## src/rtl/core/lrast_pkg.sv

```systemverilog
// Shared constants, configuration type and color conversion for the line rasterizer.
`timescale 1ns / 1ps

package lrast_pkg;

   // Default coordinate width and the fixed field widths of the block.
   localparam int COORD_BITS_DEF = 11;
   localparam int FB_DIM_BITS    = 12;
   localparam int OFFSET_BITS    = 22;
   localparam int COLOR_BITS     = 32;
   localparam int MODE_BITS      = 2;

   // Command queue between the setup front end and the walker.
   localparam int QUEUE_DEPTH = 2;
   localparam int PTR_BITS    = $clog2(QUEUE_DEPTH);

   // Configuration register port.
   localparam int CSR_INDEX_BITS = 3;
   localparam int CSR_DATA_BITS  = 12;

   localparam logic [CSR_INDEX_BITS-1:0] CSR_FB_WIDTH        = 3'd0;
   localparam logic [CSR_INDEX_BITS-1:0] CSR_FB_HEIGHT       = 3'd1;
   localparam logic [CSR_INDEX_BITS-1:0] CSR_COLOR_MODE      = 3'd2;
   localparam logic [CSR_INDEX_BITS-1:0] CSR_ROTATE_QUARTER  = 3'd3;
   localparam logic [CSR_INDEX_BITS-1:0] CSR_FLIP_HORIZONTAL = 3'd4;
   localparam logic [CSR_INDEX_BITS-1:0] CSR_FLIP_VERTICAL   = 3'd5;

   // Request kinds.
   localparam logic KIND_START = 1'b0;
   localparam logic KIND_STEP  = 1'b1;

   // Color modes.
   localparam logic [MODE_BITS-1:0] MODE_PASS     = 2'd0;
   localparam logic [MODE_BITS-1:0] MODE_ARGB1555 = 2'd1;
   localparam logic [MODE_BITS-1:0] MODE_XGRB32   = 2'd2;

   // Reset values of the configuration registers.
   localparam logic [FB_DIM_BITS-1:0] FB_WIDTH_RESET  = 12'd640;
   localparam logic [FB_DIM_BITS-1:0] FB_HEIGHT_RESET = 12'd480;

   // Channel masks used by the color conversion.
   localparam logic [COLOR_BITS-1:0] MASK_BLUE5  = 32'h0000_00F8;
   localparam logic [COLOR_BITS-1:0] MASK_GREEN5 = 32'h0000_F800;
   localparam logic [COLOR_BITS-1:0] MASK_RED5   = 32'h00F8_0000;
   localparam logic [COLOR_BITS-1:0] MASK_ALPHA1 = 32'h8000_0000;
   localparam logic [COLOR_BITS-1:0] MASK_BYTE0  = 32'h0000_00FF;
   localparam logic [COLOR_BITS-1:0] MASK_BYTE1  = 32'h0000_FF00;
   localparam logic [COLOR_BITS-1:0] MASK_BYTE2  = 32'h00FF_0000;

   typedef struct packed {
      logic [FB_DIM_BITS-1:0] fb_width;
      logic [FB_DIM_BITS-1:0] fb_height;
      logic [MODE_BITS-1:0]   color_mode;
      logic                   rotate_quarter;
      logic                   flip_horizontal;
      logic                   flip_vertical;
   } cfg_type;

   function automatic logic [COLOR_BITS-1:0] convert_color(
      input logic [MODE_BITS-1:0]  mode,
      input logic [COLOR_BITS-1:0] c
   );
      logic [COLOR_BITS-1:0] result;
      unique case (mode)
         MODE_ARGB1555: begin
            result = ((c & MASK_BLUE5) >> 3) | ((c & MASK_GREEN5) >> 6) |
                     ((c & MASK_RED5) >> 9) | ((c & MASK_ALPHA1) >> 16);
         end
         MODE_XGRB32: begin
            result = (c & MASK_BYTE0) | ((c & MASK_BYTE1) << 8) |
                     ((c & MASK_BYTE2) >> 8);
         end
         default: begin
            result = c;
         end
      endcase
      return result;
   endfunction

endpackage

```

## src/rtl/core/lrast_front.sv

```systemverilog
// Line setup front end: classifies requests and builds walker commands.
`timescale 1ns / 1ps

module lrast_front import lrast_pkg::*; #(
   parameter int  COORD_BITS = COORD_BITS_DEF,
   parameter type cmd_type   = logic
) (
   input  logic                  req_valid,
   output logic                  req_ready,
   input  logic                  req_kind,
   input  logic [COORD_BITS-1:0] req_x_start,
   input  logic [COORD_BITS-1:0] req_y_start,
   input  logic [COORD_BITS-1:0] req_x_end,
   input  logic [COORD_BITS-1:0] req_y_end,
   input  logic [COLOR_BITS-1:0] req_argb_color,
   input  logic [MODE_BITS-1:0]  color_mode,
   input  logic                  queue_full,
   output logic                  push,
   output cmd_type               cmd
);

   logic [COORD_BITS-1:0] adx, ady;
   logic [COORD_BITS-1:0] s_ax, s_ay, s_bx, s_by;
   logic [COORD_BITS-1:0] o_ax, o_ay, o_bx, o_by;
   logic                  steep, swap;

   assign req_ready = !queue_full;
   assign push      = req_valid && !queue_full;

   always_comb begin
      adx = (req_x_start > req_x_end) ? req_x_start - req_x_end : req_x_end - req_x_start;
      ady = (req_y_start > req_y_end) ? req_y_start - req_y_end : req_y_end - req_y_start;
      steep = ady > adx;

      // Steep lines walk along y, so swap the axes.
      s_ax = steep ? req_y_start : req_x_start;
      s_ay = steep ? req_x_start : req_y_start;
      s_bx = steep ? req_y_end   : req_x_end;
      s_by = steep ? req_x_end   : req_y_end;

      // Order the endpoints so that the major coordinate rises.
      swap = s_ax > s_bx;
      o_ax = swap ? s_bx : s_ax;
      o_ay = swap ? s_by : s_ay;
      o_bx = swap ? s_ax : s_bx;
      o_by = swap ? s_ay : s_by;

      cmd             = '0;
      cmd.is_step     = (req_kind == KIND_STEP);
      cmd.major_pos   = o_ax;
      cmd.major_end   = o_bx;
      cmd.minor_pos   = o_ay;
      cmd.major_delta = o_bx - o_ax;
      cmd.minor_delta = (o_ay > o_by) ? o_ay - o_by : o_by - o_ay;
      cmd.minor_down  = !(o_ay < o_by);
      cmd.steep       = steep;
      cmd.color       = convert_color(color_mode, req_argb_color);
   end

endmodule

```

## src/rtl/core/lrast_queue.sv

```systemverilog
// Short command queue between the setup front end and the walker.
`timescale 1ns / 1ps

module lrast_queue import lrast_pkg::*; #(
   parameter type cmd_type = logic
) (
   input  logic    clock,
   input  logic    reset,
   input  logic    push,
   input  cmd_type push_cmd,
   output logic    full,
   input  logic    pop,
   output logic    head_valid,
   output cmd_type head_cmd
);

   cmd_type             entry_ff [QUEUE_DEPTH];
   logic [PTR_BITS-1:0] wr_ptr_ff, wr_ptr_in;
   logic [PTR_BITS-1:0] rd_ptr_ff, rd_ptr_in;
   logic [PTR_BITS:0]   count_ff, count_in;

   assign full       = (count_ff == (PTR_BITS + 1)'(QUEUE_DEPTH));
   assign head_valid = (count_ff != '0);
   assign head_cmd   = entry_ff[rd_ptr_ff];

   always_comb begin
      wr_ptr_in = push ? wr_ptr_ff + 1'b1 : wr_ptr_ff;
      rd_ptr_in = pop  ? rd_ptr_ff + 1'b1 : rd_ptr_ff;
      count_in  = count_ff + (PTR_BITS + 1)'(push) - (PTR_BITS + 1)'(pop);
   end

   always_ff @(posedge clock) begin
      if (reset) begin
         wr_ptr_ff <= '0;
         rd_ptr_ff <= '0;
         count_ff  <= '0;
      end else begin
         wr_ptr_ff <= wr_ptr_in;
         rd_ptr_ff <= rd_ptr_in;
         count_ff  <= count_in;
      end
   end

   always_ff @(posedge clock) begin
      if (push) begin
         entry_ff[wr_ptr_ff] <= push_cmd;
      end
   end

endmodule

```

## src/rtl/core/lrast_walker.sv

```systemverilog
// Bresenham walker: holds the line state and issues one pixel per step command.
`timescale 1ns / 1ps

module lrast_walker import lrast_pkg::*; #(
   parameter int  COORD_BITS = COORD_BITS_DEF,
   parameter type cmd_type   = logic,
   parameter type pixel_type = logic
) (
   input  logic      clock,
   input  logic      reset,
   input  logic      head_valid,
   input  cmd_type   head_cmd,
   output logic      pop,
   output logic      pix_valid,
   input  logic      pix_ready,
   output pixel_type pix
);

   localparam int ERR_BITS = COORD_BITS + 2;

   logic [COORD_BITS-1:0]      major_pos_ff, major_pos_in;
   logic [COORD_BITS-1:0]      minor_pos_ff, minor_pos_in;
   logic [COORD_BITS-1:0]      major_end_ff, major_end_in;
   logic [COORD_BITS-1:0]      major_delta_ff, major_delta_in;
   logic [COORD_BITS-1:0]      minor_delta_ff, minor_delta_in;
   logic signed [ERR_BITS-1:0] error_ff, error_in;
   logic signed [ERR_BITS-1:0] error_sub;
   logic                       minor_down_ff, minor_down_in;
   logic                       steep_ff, steep_in;
   logic [COLOR_BITS-1:0]      color_ff, color_in;
   logic                       active_ff, active_in;
   logic                       load, advance, last;

   assign last      = (major_pos_ff == major_end_ff);
   assign pix_valid = head_valid && head_cmd.is_step && active_ff;
   assign load      = head_valid && !head_cmd.is_step;
   assign advance   = pix_valid && pix_ready;
   // A step with no line in progress is dropped without a pixel.
   assign pop       = load || advance || (head_valid && head_cmd.is_step && !active_ff);

   always_comb begin
      pix       = '0;
      pix.x     = steep_ff ? minor_pos_ff : major_pos_ff;
      pix.y     = steep_ff ? major_pos_ff : minor_pos_ff;
      pix.last  = last;
      pix.color = color_ff;
   end

   always_comb begin
      major_pos_in   = major_pos_ff;
      minor_pos_in   = minor_pos_ff;
      major_end_in   = major_end_ff;
      major_delta_in = major_delta_ff;
      minor_delta_in = minor_delta_ff;
      error_in       = error_ff;
      minor_down_in  = minor_down_ff;
      steep_in       = steep_ff;
      color_in       = color_ff;
      active_in      = active_ff;
      error_sub      = error_ff - $signed(ERR_BITS'(minor_delta_ff));

      if (load) begin
         major_pos_in   = head_cmd.major_pos;
         minor_pos_in   = head_cmd.minor_pos;
         major_end_in   = head_cmd.major_end;
         major_delta_in = head_cmd.major_delta;
         minor_delta_in = head_cmd.minor_delta;
         error_in       = $signed(ERR_BITS'(head_cmd.major_delta >> 1));
         minor_down_in  = head_cmd.minor_down;
         steep_in       = head_cmd.steep;
         color_in       = head_cmd.color;
         active_in      = 1'b1;
      end else if (advance) begin
         if (error_sub[ERR_BITS-1]) begin
            minor_pos_in = minor_down_ff ? minor_pos_ff - 1'b1 : minor_pos_ff + 1'b1;
            error_in     = error_sub + $signed(ERR_BITS'(major_delta_ff));
         end else begin
            error_in = error_sub;
         end
         if (last) begin
            active_in = 1'b0;
         end else begin
            major_pos_in = major_pos_ff + 1'b1;
         end
      end
   end

   always_ff @(posedge clock) begin
      if (reset) begin
         active_ff <= 1'b0;
      end else begin
         active_ff <= active_in;
      end
   end

   always_ff @(posedge clock) begin
      major_pos_ff   <= major_pos_in;
      minor_pos_ff   <= minor_pos_in;
      major_end_ff   <= major_end_in;
      major_delta_ff <= major_delta_in;
      minor_delta_ff <= minor_delta_in;
      error_ff       <= error_in;
      minor_down_ff  <= minor_down_in;
      steep_ff       <= steep_in;
      color_ff       <= color_in;
   end

endmodule

```

## src/rtl/core/lrast_xform.sv

```systemverilog
// Pixel transform pipeline: rotate and flip, clip flag, word offset, result register.
`timescale 1ns / 1ps

module lrast_xform import lrast_pkg::*; #(
   parameter int  COORD_BITS = COORD_BITS_DEF,
   parameter type pixel_type = logic
) (
   input  logic                   clock,
   input  logic                   reset,
   input  cfg_type                cfg,
   input  logic                   pix_valid,
   output logic                   pix_ready,
   input  pixel_type              pix,
   output logic                   rsp_valid,
   input  logic                   rsp_ready,
   output logic [COORD_BITS-1:0]  rsp_pix_x,
   output logic [COORD_BITS-1:0]  rsp_pix_y,
   output logic [OFFSET_BITS-1:0] rsp_pix_offset,
   output logic [COLOR_BITS-1:0]  rsp_pix_color,
   output logic                   rsp_off_screen,
   output logic                   rsp_last
);

   localparam int FLIP_BITS = (COORD_BITS > FB_DIM_BITS) ? COORD_BITS : FB_DIM_BITS;
   localparam int PROD_BITS = COORD_BITS + FB_DIM_BITS;
   localparam int SUM_BITS  = (PROD_BITS > OFFSET_BITS) ? PROD_BITS : OFFSET_BITS;

   // Stage 1: transformed coordinates.
   logic                  s1_valid_ff;
   logic [COORD_BITS-1:0] s1_x_ff, s1_x_in, s1_y_ff, s1_y_in;
   logic                  s1_last_ff;
   logic [COLOR_BITS-1:0] s1_color_ff;
   logic [COORD_BITS-1:0] src_x, src_y;

   // Stage 2: row product and clip flag.
   logic                  s2_valid_ff;
   logic [COORD_BITS-1:0] s2_x_ff, s2_y_ff;
   logic [PROD_BITS-1:0]  s2_prod_ff, s2_prod_in;
   logic                  s2_off_ff, s2_off_in;
   logic                  s2_last_ff;
   logic [COLOR_BITS-1:0] s2_color_ff;

   // Stage 3: result register.
   logic                   s3_valid_ff;
   logic [OFFSET_BITS-1:0] s3_offset_in;
   logic [SUM_BITS-1:0]    sum;

   logic s1_ready, s2_ready, s3_ready;

   assign s3_ready  = !s3_valid_ff || rsp_ready;
   assign s2_ready  = !s2_valid_ff || s3_ready;
   assign s1_ready  = !s1_valid_ff || s2_ready;
   assign pix_ready = s1_ready;
   assign rsp_valid = s3_valid_ff;

   always_comb begin
      src_x = cfg.rotate_quarter ? pix.y : pix.x;
      src_y = cfg.rotate_quarter ? pix.x : pix.y;
      // Mirror across the buffer; an underflow wraps and is later clipped.
      s1_x_in = cfg.flip_horizontal
              ? COORD_BITS'(FLIP_BITS'(cfg.fb_width) - FLIP_BITS'(src_x) - FLIP_BITS'(1))
              : src_x;
      s1_y_in = cfg.flip_vertical
              ? COORD_BITS'(FLIP_BITS'(cfg.fb_height) - FLIP_BITS'(src_y) - FLIP_BITS'(1))
              : src_y;

      s2_prod_in = PROD_BITS'(s1_y_ff) * PROD_BITS'(cfg.fb_width);
      s2_off_in  = (FLIP_BITS'(s1_x_ff) >= FLIP_BITS'(cfg.fb_width)) ||
                   (FLIP_BITS'(s1_y_ff) >= FLIP_BITS'(cfg.fb_height));

      sum          = SUM_BITS'(s2_x_ff) + SUM_BITS'(s2_prod_ff);
      s3_offset_in = sum[OFFSET_BITS-1:0];
   end

   always_ff @(posedge clock) begin
      if (reset) begin
         s1_valid_ff <= 1'b0;
         s2_valid_ff <= 1'b0;
         s3_valid_ff <= 1'b0;
      end else begin
         if (s1_ready) begin
            s1_valid_ff <= pix_valid;
         end
         if (s2_ready) begin
            s2_valid_ff <= s1_valid_ff;
         end
         if (s3_ready) begin
            s3_valid_ff <= s2_valid_ff;
         end
      end
   end

   always_ff @(posedge clock) begin
      if (s1_ready) begin
         s1_x_ff     <= s1_x_in;
         s1_y_ff     <= s1_y_in;
         s1_last_ff  <= pix.last;
         s1_color_ff <= pix.color;
      end
      if (s2_ready) begin
         s2_x_ff     <= s1_x_ff;
         s2_y_ff     <= s1_y_ff;
         s2_prod_ff  <= s2_prod_in;
         s2_off_ff   <= s2_off_in;
         s2_last_ff  <= s1_last_ff;
         s2_color_ff <= s1_color_ff;
      end
      if (s3_ready) begin
         rsp_pix_x      <= s2_x_ff;
         rsp_pix_y      <= s2_y_ff;
         rsp_pix_offset <= s3_offset_in;
         rsp_pix_color  <= s2_color_ff;
         rsp_off_screen <= s2_off_ff;
         rsp_last       <= s2_last_ff;
      end
   end

endmodule

```

## src/rtl/core/line_rasterizer_unit.sv

```systemverilog
// Top level of the Bresenham line rasterizer with its configuration registers.
`timescale 1ns / 1ps

// The line rasterizer turns line requests into frame buffer pixels. A start request
// (kind 0) loads two endpoints and a 32-bit ARGB color and produces no pixel; it
// abandons any line in progress. Each step request (kind 1) produces the next pixel of
// the current line, with last set on the final one; a step with no line in progress is
// consumed and produces nothing. Every pixel goes through the optional quarter turn and
// the horizontal and vertical mirrors, and carries its word offset x + y * fb_width
// (modulo 2^22). Pixels outside the buffer are flagged with off_screen, never dropped.
// The color is converted once, when the line starts, so a color mode change only
// affects later lines. The block accepts one request per clock and delivers one pixel
// per clock while the output side is not stalled. A step request passes through the
// command queue, then the mirror stage, the row multiply stage and the result register.
// The rate is set by the walker, which advances the Bresenham error term once per cycle
// while the transform pipeline takes its pixels. Configuration registers must be
// written only while no line request is in flight.

module line_rasterizer_unit import lrast_pkg::*; #(
   parameter int COORD_BITS = COORD_BITS_DEF
) (
   input  logic                      clock,
   input  logic                      reset,

   input  logic                      req_valid,
   output logic                      req_ready,
   input  logic                      req_kind,
   input  logic [COORD_BITS-1:0]     req_x_start,
   input  logic [COORD_BITS-1:0]     req_y_start,
   input  logic [COORD_BITS-1:0]     req_x_end,
   input  logic [COORD_BITS-1:0]     req_y_end,
   input  logic [COLOR_BITS-1:0]     req_argb_color,

   output logic                      rsp_valid,
   input  logic                      rsp_ready,
   output logic [COORD_BITS-1:0]     rsp_pix_x,
   output logic [COORD_BITS-1:0]     rsp_pix_y,
   output logic [OFFSET_BITS-1:0]    rsp_pix_offset,
   output logic [COLOR_BITS-1:0]     rsp_pix_color,
   output logic                      rsp_off_screen,
   output logic                      rsp_last,

   input  logic                      csr_write_en,
   input  logic [CSR_INDEX_BITS-1:0] csr_index,
   input  logic [CSR_DATA_BITS-1:0]  csr_write_data
);

   // A command as it leaves the setup stage: endpoints already swapped for steep
   // lines and ordered so that the major coordinate rises.
   typedef struct packed {
      logic                  is_step;
      logic [COORD_BITS-1:0] major_pos;
      logic [COORD_BITS-1:0] major_end;
      logic [COORD_BITS-1:0] minor_pos;
      logic [COORD_BITS-1:0] major_delta;
      logic [COORD_BITS-1:0] minor_delta;
      logic                  minor_down;
      logic                  steep;
      logic [COLOR_BITS-1:0] color;
   } cmd_type;

   // A raw pixel from the walker, in buffer coordinates before the transform.
   typedef struct packed {
      logic [COORD_BITS-1:0] x;
      logic [COORD_BITS-1:0] y;
      logic                  last;
      logic [COLOR_BITS-1:0] color;
   } pixel_type;

   cfg_type   cfg_ff, cfg_in;
   cmd_type   push_cmd, head_cmd;
   pixel_type pix;
   logic      push, queue_full, pop, head_valid;
   logic      pix_valid, pix_ready;

   // Configuration registers. Writes to indexes beyond the list are ignored.
   always_comb begin
      cfg_in = cfg_ff;
      if (csr_write_en) begin
         case (csr_index)
            CSR_FB_WIDTH:        cfg_in.fb_width        = csr_write_data;
            CSR_FB_HEIGHT:       cfg_in.fb_height       = csr_write_data;
            CSR_COLOR_MODE:      cfg_in.color_mode      = csr_write_data[MODE_BITS-1:0];
            CSR_ROTATE_QUARTER:  cfg_in.rotate_quarter  = csr_write_data[0];
            CSR_FLIP_HORIZONTAL: cfg_in.flip_horizontal = csr_write_data[0];
            CSR_FLIP_VERTICAL:   cfg_in.flip_vertical   = csr_write_data[0];
            default: begin
               cfg_in = cfg_ff;
            end
         endcase
      end
   end

   always_ff @(posedge clock) begin
      if (reset) begin
         cfg_ff.fb_width        <= FB_WIDTH_RESET;
         cfg_ff.fb_height       <= FB_HEIGHT_RESET;
         cfg_ff.color_mode      <= MODE_ARGB1555;
         cfg_ff.rotate_quarter  <= 1'b0;
         cfg_ff.flip_horizontal <= 1'b0;
         cfg_ff.flip_vertical   <= 1'b0;
      end else begin
         cfg_ff <= cfg_in;
      end
   end

   // The front end classifies each request and, for a start, does the line setup.
   lrast_front #(
      .COORD_BITS (COORD_BITS),
      .cmd_type   (cmd_type)
   ) u_front (
      .req_valid      (req_valid),
      .req_ready      (req_ready),
      .req_kind       (req_kind),
      .req_x_start    (req_x_start),
      .req_y_start    (req_y_start),
      .req_x_end      (req_x_end),
      .req_y_end      (req_y_end),
      .req_argb_color (req_argb_color),
      .color_mode     (cfg_ff.color_mode),
      .queue_full     (queue_full),
      .push           (push),
      .cmd            (push_cmd)
   );

   // The queue lets the front end keep taking requests while the pixel side stalls, until it is full.
   lrast_queue #(
      .cmd_type (cmd_type)
   ) u_queue (
      .clock      (clock),
      .reset      (reset),
      .push       (push),
      .push_cmd   (push_cmd),
      .full       (queue_full),
      .pop        (pop),
      .head_valid (head_valid),
      .head_cmd   (head_cmd)
   );

   // The walker owns the line state and steps it once per pixel.
   lrast_walker #(
      .COORD_BITS (COORD_BITS),
      .cmd_type   (cmd_type),
      .pixel_type (pixel_type)
   ) u_walker (
      .clock      (clock),
      .reset      (reset),
      .head_valid (head_valid),
      .head_cmd   (head_cmd),
      .pop        (pop),
      .pix_valid  (pix_valid),
      .pix_ready  (pix_ready),
      .pix        (pix)
   );

   // The transform pipeline rotates, mirrors, flags off-screen pixels and addresses each pixel.
   lrast_xform #(
      .COORD_BITS (COORD_BITS),
      .pixel_type (pixel_type)
   ) u_xform (
      .clock          (clock),
      .reset          (reset),
      .cfg            (cfg_ff),
      .pix_valid      (pix_valid),
      .pix_ready      (pix_ready),
      .pix            (pix),
      .rsp_valid      (rsp_valid),
      .rsp_ready      (rsp_ready),
      .rsp_pix_x      (rsp_pix_x),
      .rsp_pix_y      (rsp_pix_y),
      .rsp_pix_offset (rsp_pix_offset),
      .rsp_pix_color  (rsp_pix_color),
      .rsp_off_screen (rsp_off_screen),
      .rsp_last       (rsp_last)
   );

endmodule

```

## config.mk

```make
export PLATFORM = sky130hd
export DESIGN_NAME = line_rasterizer_unit
export DESIGN_NICKNAME = d
export VERILOG_FILES = /design/src/rtl/core/lrast_pkg.sv /design/src/rtl/core/lrast_front.sv /design/src/rtl/core/lrast_queue.sv /design/src/rtl/core/lrast_walker.sv /design/src/rtl/core/lrast_xform.sv /design/src/rtl/core/line_rasterizer_unit.sv
export SDC_FILE = /design/constraint.sdc
export NUM_CORES = 1
export LEC_CHECK = 0
export BUFFER_PORTS_ARGS = -buffer_cell sky130_fd_sc_hd__buf_4
export CAP_MARGIN = 30
export CELL_PAD_IN_SITES_DETAIL_PLACEMENT = 0
export CELL_PAD_IN_SITES_GLOBAL_PLACEMENT = 1
export CORE_MARGIN = 2
export CORE_UTILIZATION = 50
export CTS_BUF_LIST = sky130_fd_sc_hd__clkbuf_16
export DETAILED_ROUTE_END_ITERATION = 8
export HOLD_SLACK_MARGIN = 0.02
export PLACE_DENSITY_LB_ADDON = 0.3
export SETUP_SLACK_MARGIN = 0.15
export SLEW_MARGIN = 20
export SYNTH_ARGS = -nofsm -noshare
export SYNTH_HDL_FRONTEND = slang
export SYNTH_SLANG_ARGS = --single-unit
```

## constraint.sdc

```tcl
create_clock -name clock -period 16.2 [get_ports clock]
set_input_delay 3.24 -clock clock [delete_from_list [all_inputs] [get_ports clock]]
set_output_delay 3.24 -clock clock [all_outputs]
set_load 0.03 [all_outputs]
```

==> out/results.txt <==
Routed Wire Length -> 70100 um
Highest-count cells in the layout ignoring fill and taps -> sky130_fd_sc_hd__edfxtp_1, sky130_fd_sc_hd__inv_1, sky130_fd_sc_hd__nand2_1, sky130_fd_sc_hd__ha_1, sky130_fd_sc_hd__buf_4
Net count, final -> 3328
Worst hold path type -> reg2reg
Via count of the first global-routing pass -> 20600
Period utilisation layout -> 0.901
DRT antenna net count -> 0
Run status -> completed
Max-capacitance violation count -> 0
# hold bufs at CTS -> 0
Number of distinct library cells after synthesis -> 81
TritonCTS clock tree -> yes
Most common cell after layout, fill and taps aside -> sky130_fd_sc_hd__edfxtp_1
Sequential cell area fraction in the yosys report -> 0.497
CP max stage delay -> 0.73 ns
Pin count of the biggest net entering global routing -> 79
Count of final hold-check violations -> 0
H-Tree Level Count -> 2
Number of standard cells after synthesis -> 2745
Smallest setup slack after layout -> 1.60 ns
Die Ht -> 254 um
Final setup viols -> 0
RSZ-0062 raised after global routing -> no
Tightest slew margin relative to the limit -> 0.386
Placeable core area -> 0.0617 mm2
Clock latency at the later pin of the worst-skew pair -> 0.61 ns
Cell type with the highest occurrence count on the critical path -> sky130_fd_sc_hd__o21ai_0
Vias per cell -> 5.37
Largest fanout on the critical path -> 31
Post-Place Cell Area -> 0.0335 mm2
Synth Warn # -> 0
IO Pins -> 177
Worst-case clock buffer depth -> 3
Detailed-route DRC error count -> 0
DRT Pass-1 Iters -> 5
Global-route wire length before repair -> 110000 um
Required time of the critical path -> 16.56 ns
Antenna violations before repair -> 2
Synthesized area -> 0.0313 mm2
# port buffers -> 176
Synth Register Bits -> 531
Average wire length per cell after detail routing -> 18.5 um
Cell type of the slowest stage on the worst timing path -> sky130_fd_sc_hd__o21ai_2
Maximum achievable frequency -> 68.5 MHz
Syn-to-layout area delta -> 13.4%
Count of standard-cell rows -> 91
Full die area -> 0.0645 mm2
Setup WS pre-CTS -> 0.914 ns
CTS sink cnt -> 531
Vias after detailed routing -> 20300
Max-slew violation total from the final report -> 0
Layout cell share with drive strength beyond 1 -> 0.133
Width of the die -> 254 um
Least-Margin Pin Slew -> 0.921 ns
Total clock buffers created by CTS -> 54
Crit end category -> flop
Post-CTS Setup Bufs -> 0
Critical path class -> in2reg
Synth Net Count -> 3173
Final std cell area, no fill -> 0.0355 mm2
Avg Cell Area, Syn -> 11.4 um2
Clk pin slew, worst setup/hold paths -> 0.06 ns
Aggregate global-route resource usage -> 0.217
Worst setup SP type -> input pin
# resized after CTS -> 0
Leading register cell type out of synthesis -> sky130_fd_sc_hd__edfxtp_1
Setup total negative slack -> 0 ns
Effective utilization at floorplan -> 0.506
Arrival time of data at the critical path endpoint -> 14.96 ns
Root Driver -> sky130_fd_sc_hd__clkbuf_16
Half-perimeter wire length after placement -> 52400 um
Remaining Overflow, GRT -> 0
DRC violation total after the first TritonRoute iteration -> 1149
Number of enable flip-flop cells after synthesis -> 490
Filler cells -> 5118
Post-synthesis async set-or-reset flop share -> 0
Worst clock skew on the final layout -> 0.0209 ns
RD Place Congestion -> 0.898
Min Tclk post-route -> 14.60 ns
-- final timing paths --
| check | cells past startpoint | from | end | slack, ns |
|---|---|---|---|---|
| min | 0 | u_xform.s2_y_ff[9]$_DFFE_PP_ | u_xform.rsp_pix_y[9]$_DFFE_PP_ | 0.42 |
| min reg2reg | 0 | u_xform.s2_y_ff[9]$_DFFE_PP_ | u_xform.rsp_pix_y[9]$_DFFE_PP_ | 0.42 |
| max reg2reg | 21 | u_xform.s1_y_ff[2]$_DFFE_PN_ | u_xform.s2_prod_ff[19]$_DFFE_PP_ | 9.97 |
| max | 45 | req_x_start[1] | u_queue.entry_ff[1][44]$_DFFE_PP_ | 1.60 |
-- cell usage after synthesis, drive strengths merged (33+ instances only) --
| cell type | number | area (um2) |
|---|---|---|
| edfxtp | 490 | 14700 |
| xnor2 | 99 | 867 |
| mux2 | 73 | 826 |
| ha | 231 | 2890 |
| a21oi | 169 | 850 |
| clkbuf | 86 | 323 |
| a21o | 63 | 473 |
| inv | 284 | 1070 |
| nand2 | 257 | 967 |
| xor2 | 34 | 298 |
| and2 | 86 | 538 |
| dfxtp | 41 | 821 |
| o21ai | 112 | 564 |
| mux2i | 83 | 831 |
| nor2 | 162 | 608 |
| fa | 100 | 2000 |
| nand3 | 33 | 170 |
-- state kept, by name (all words and copies together) (netlist names), 13 cells and up, named ones only --
register	flops
u_xform.rsp_pix_color	32
u_walker.error_ff	13
u_xform.s2_color_ff	32
u_queue.entry_ff	180
u_xform.rsp_pix_offset	22
u_walker.color_ff	32
u_xform.s2_prod_ff	22
cfg_ff	29
u_xform.s1_color_ff	32
-- cells by family (layout without fill, tap and decap cells) --
| logic type | after synthesis | count (layout) | synth area share |
|---|---|---|---|
| flops | 531 | 531 | 0.497 |
| simple gates | 670 | 670 | 0.0997 |
| other cells | 0 | 2 | 0 |
| compound gates | 532 | 532 | 0.108 |
| xor+xnor | 133 | 133 | 0.0373 |
| mux | 156 | 156 | 0.0530 |
| buf+inv | 390 | 591 | 0.0478 |
| fa+ha+maj | 333 | 333 | 0.157 |
-- area by class of cell --
cell class                 count  area [um2]  share of cell area
clock buffer                  55        1380              0.0388
tap                          837        1050              0.0295
inverter                     284        1070              0.0301
antenna                        2        5.00            0.000141
multi-input combinational   1824       14300               0.403
clock inverter                47         452              0.0127
sequential                   531       15500               0.438
timing repair buffer         205        1690              0.0477
-- through the flow --
stage	cells	hold slack, ns	utilization
2_1_floorplan	2745	0.400	-
3_3_place_gp	3672	0.401	0.541
3_5_place_dp	3677	0.405	0.543
4_1_cts	3779	0.416	0.573
5_1_grt	3785	0.412	0.575
6_report	3785	0.415	0.575
-- worst max-delay path, delay by kind of cell --
| kind | cells | cell delay [ns] |
|---|---|---|
| buffers and inverters | 5 | 0.77 |
| adder cells (fa/ha/maj) | 4 | 1.38 |
| multiplexers | 2 | 0.58 |
| AND/OR/NAND/NOR | 7 | 1.45 |
| XOR/XNOR | 1 | 0.19 |
| AO/OA/AOI/OAI | 26 | 7.29 |
-- metal layers --
metal | part of all wire | up-vias | global-route usage | routed length (um)
met2 | 0.52 | 369 | 0.398 | 36200
met5 | 0 | - | 0 | 0
li1 | - | 9972 | - | -
met3 | 0.031 | 108 | 0.0256 | 2170
met4 | 0.031 | 0 | 0.0676 | 2150
met1 | 0.42 | 9861 | 0.267 | 29600
Power is left out: the tool's default activity adds up to more than one toggle a clock period on the data nets, which glitch-free logic cannot reach.
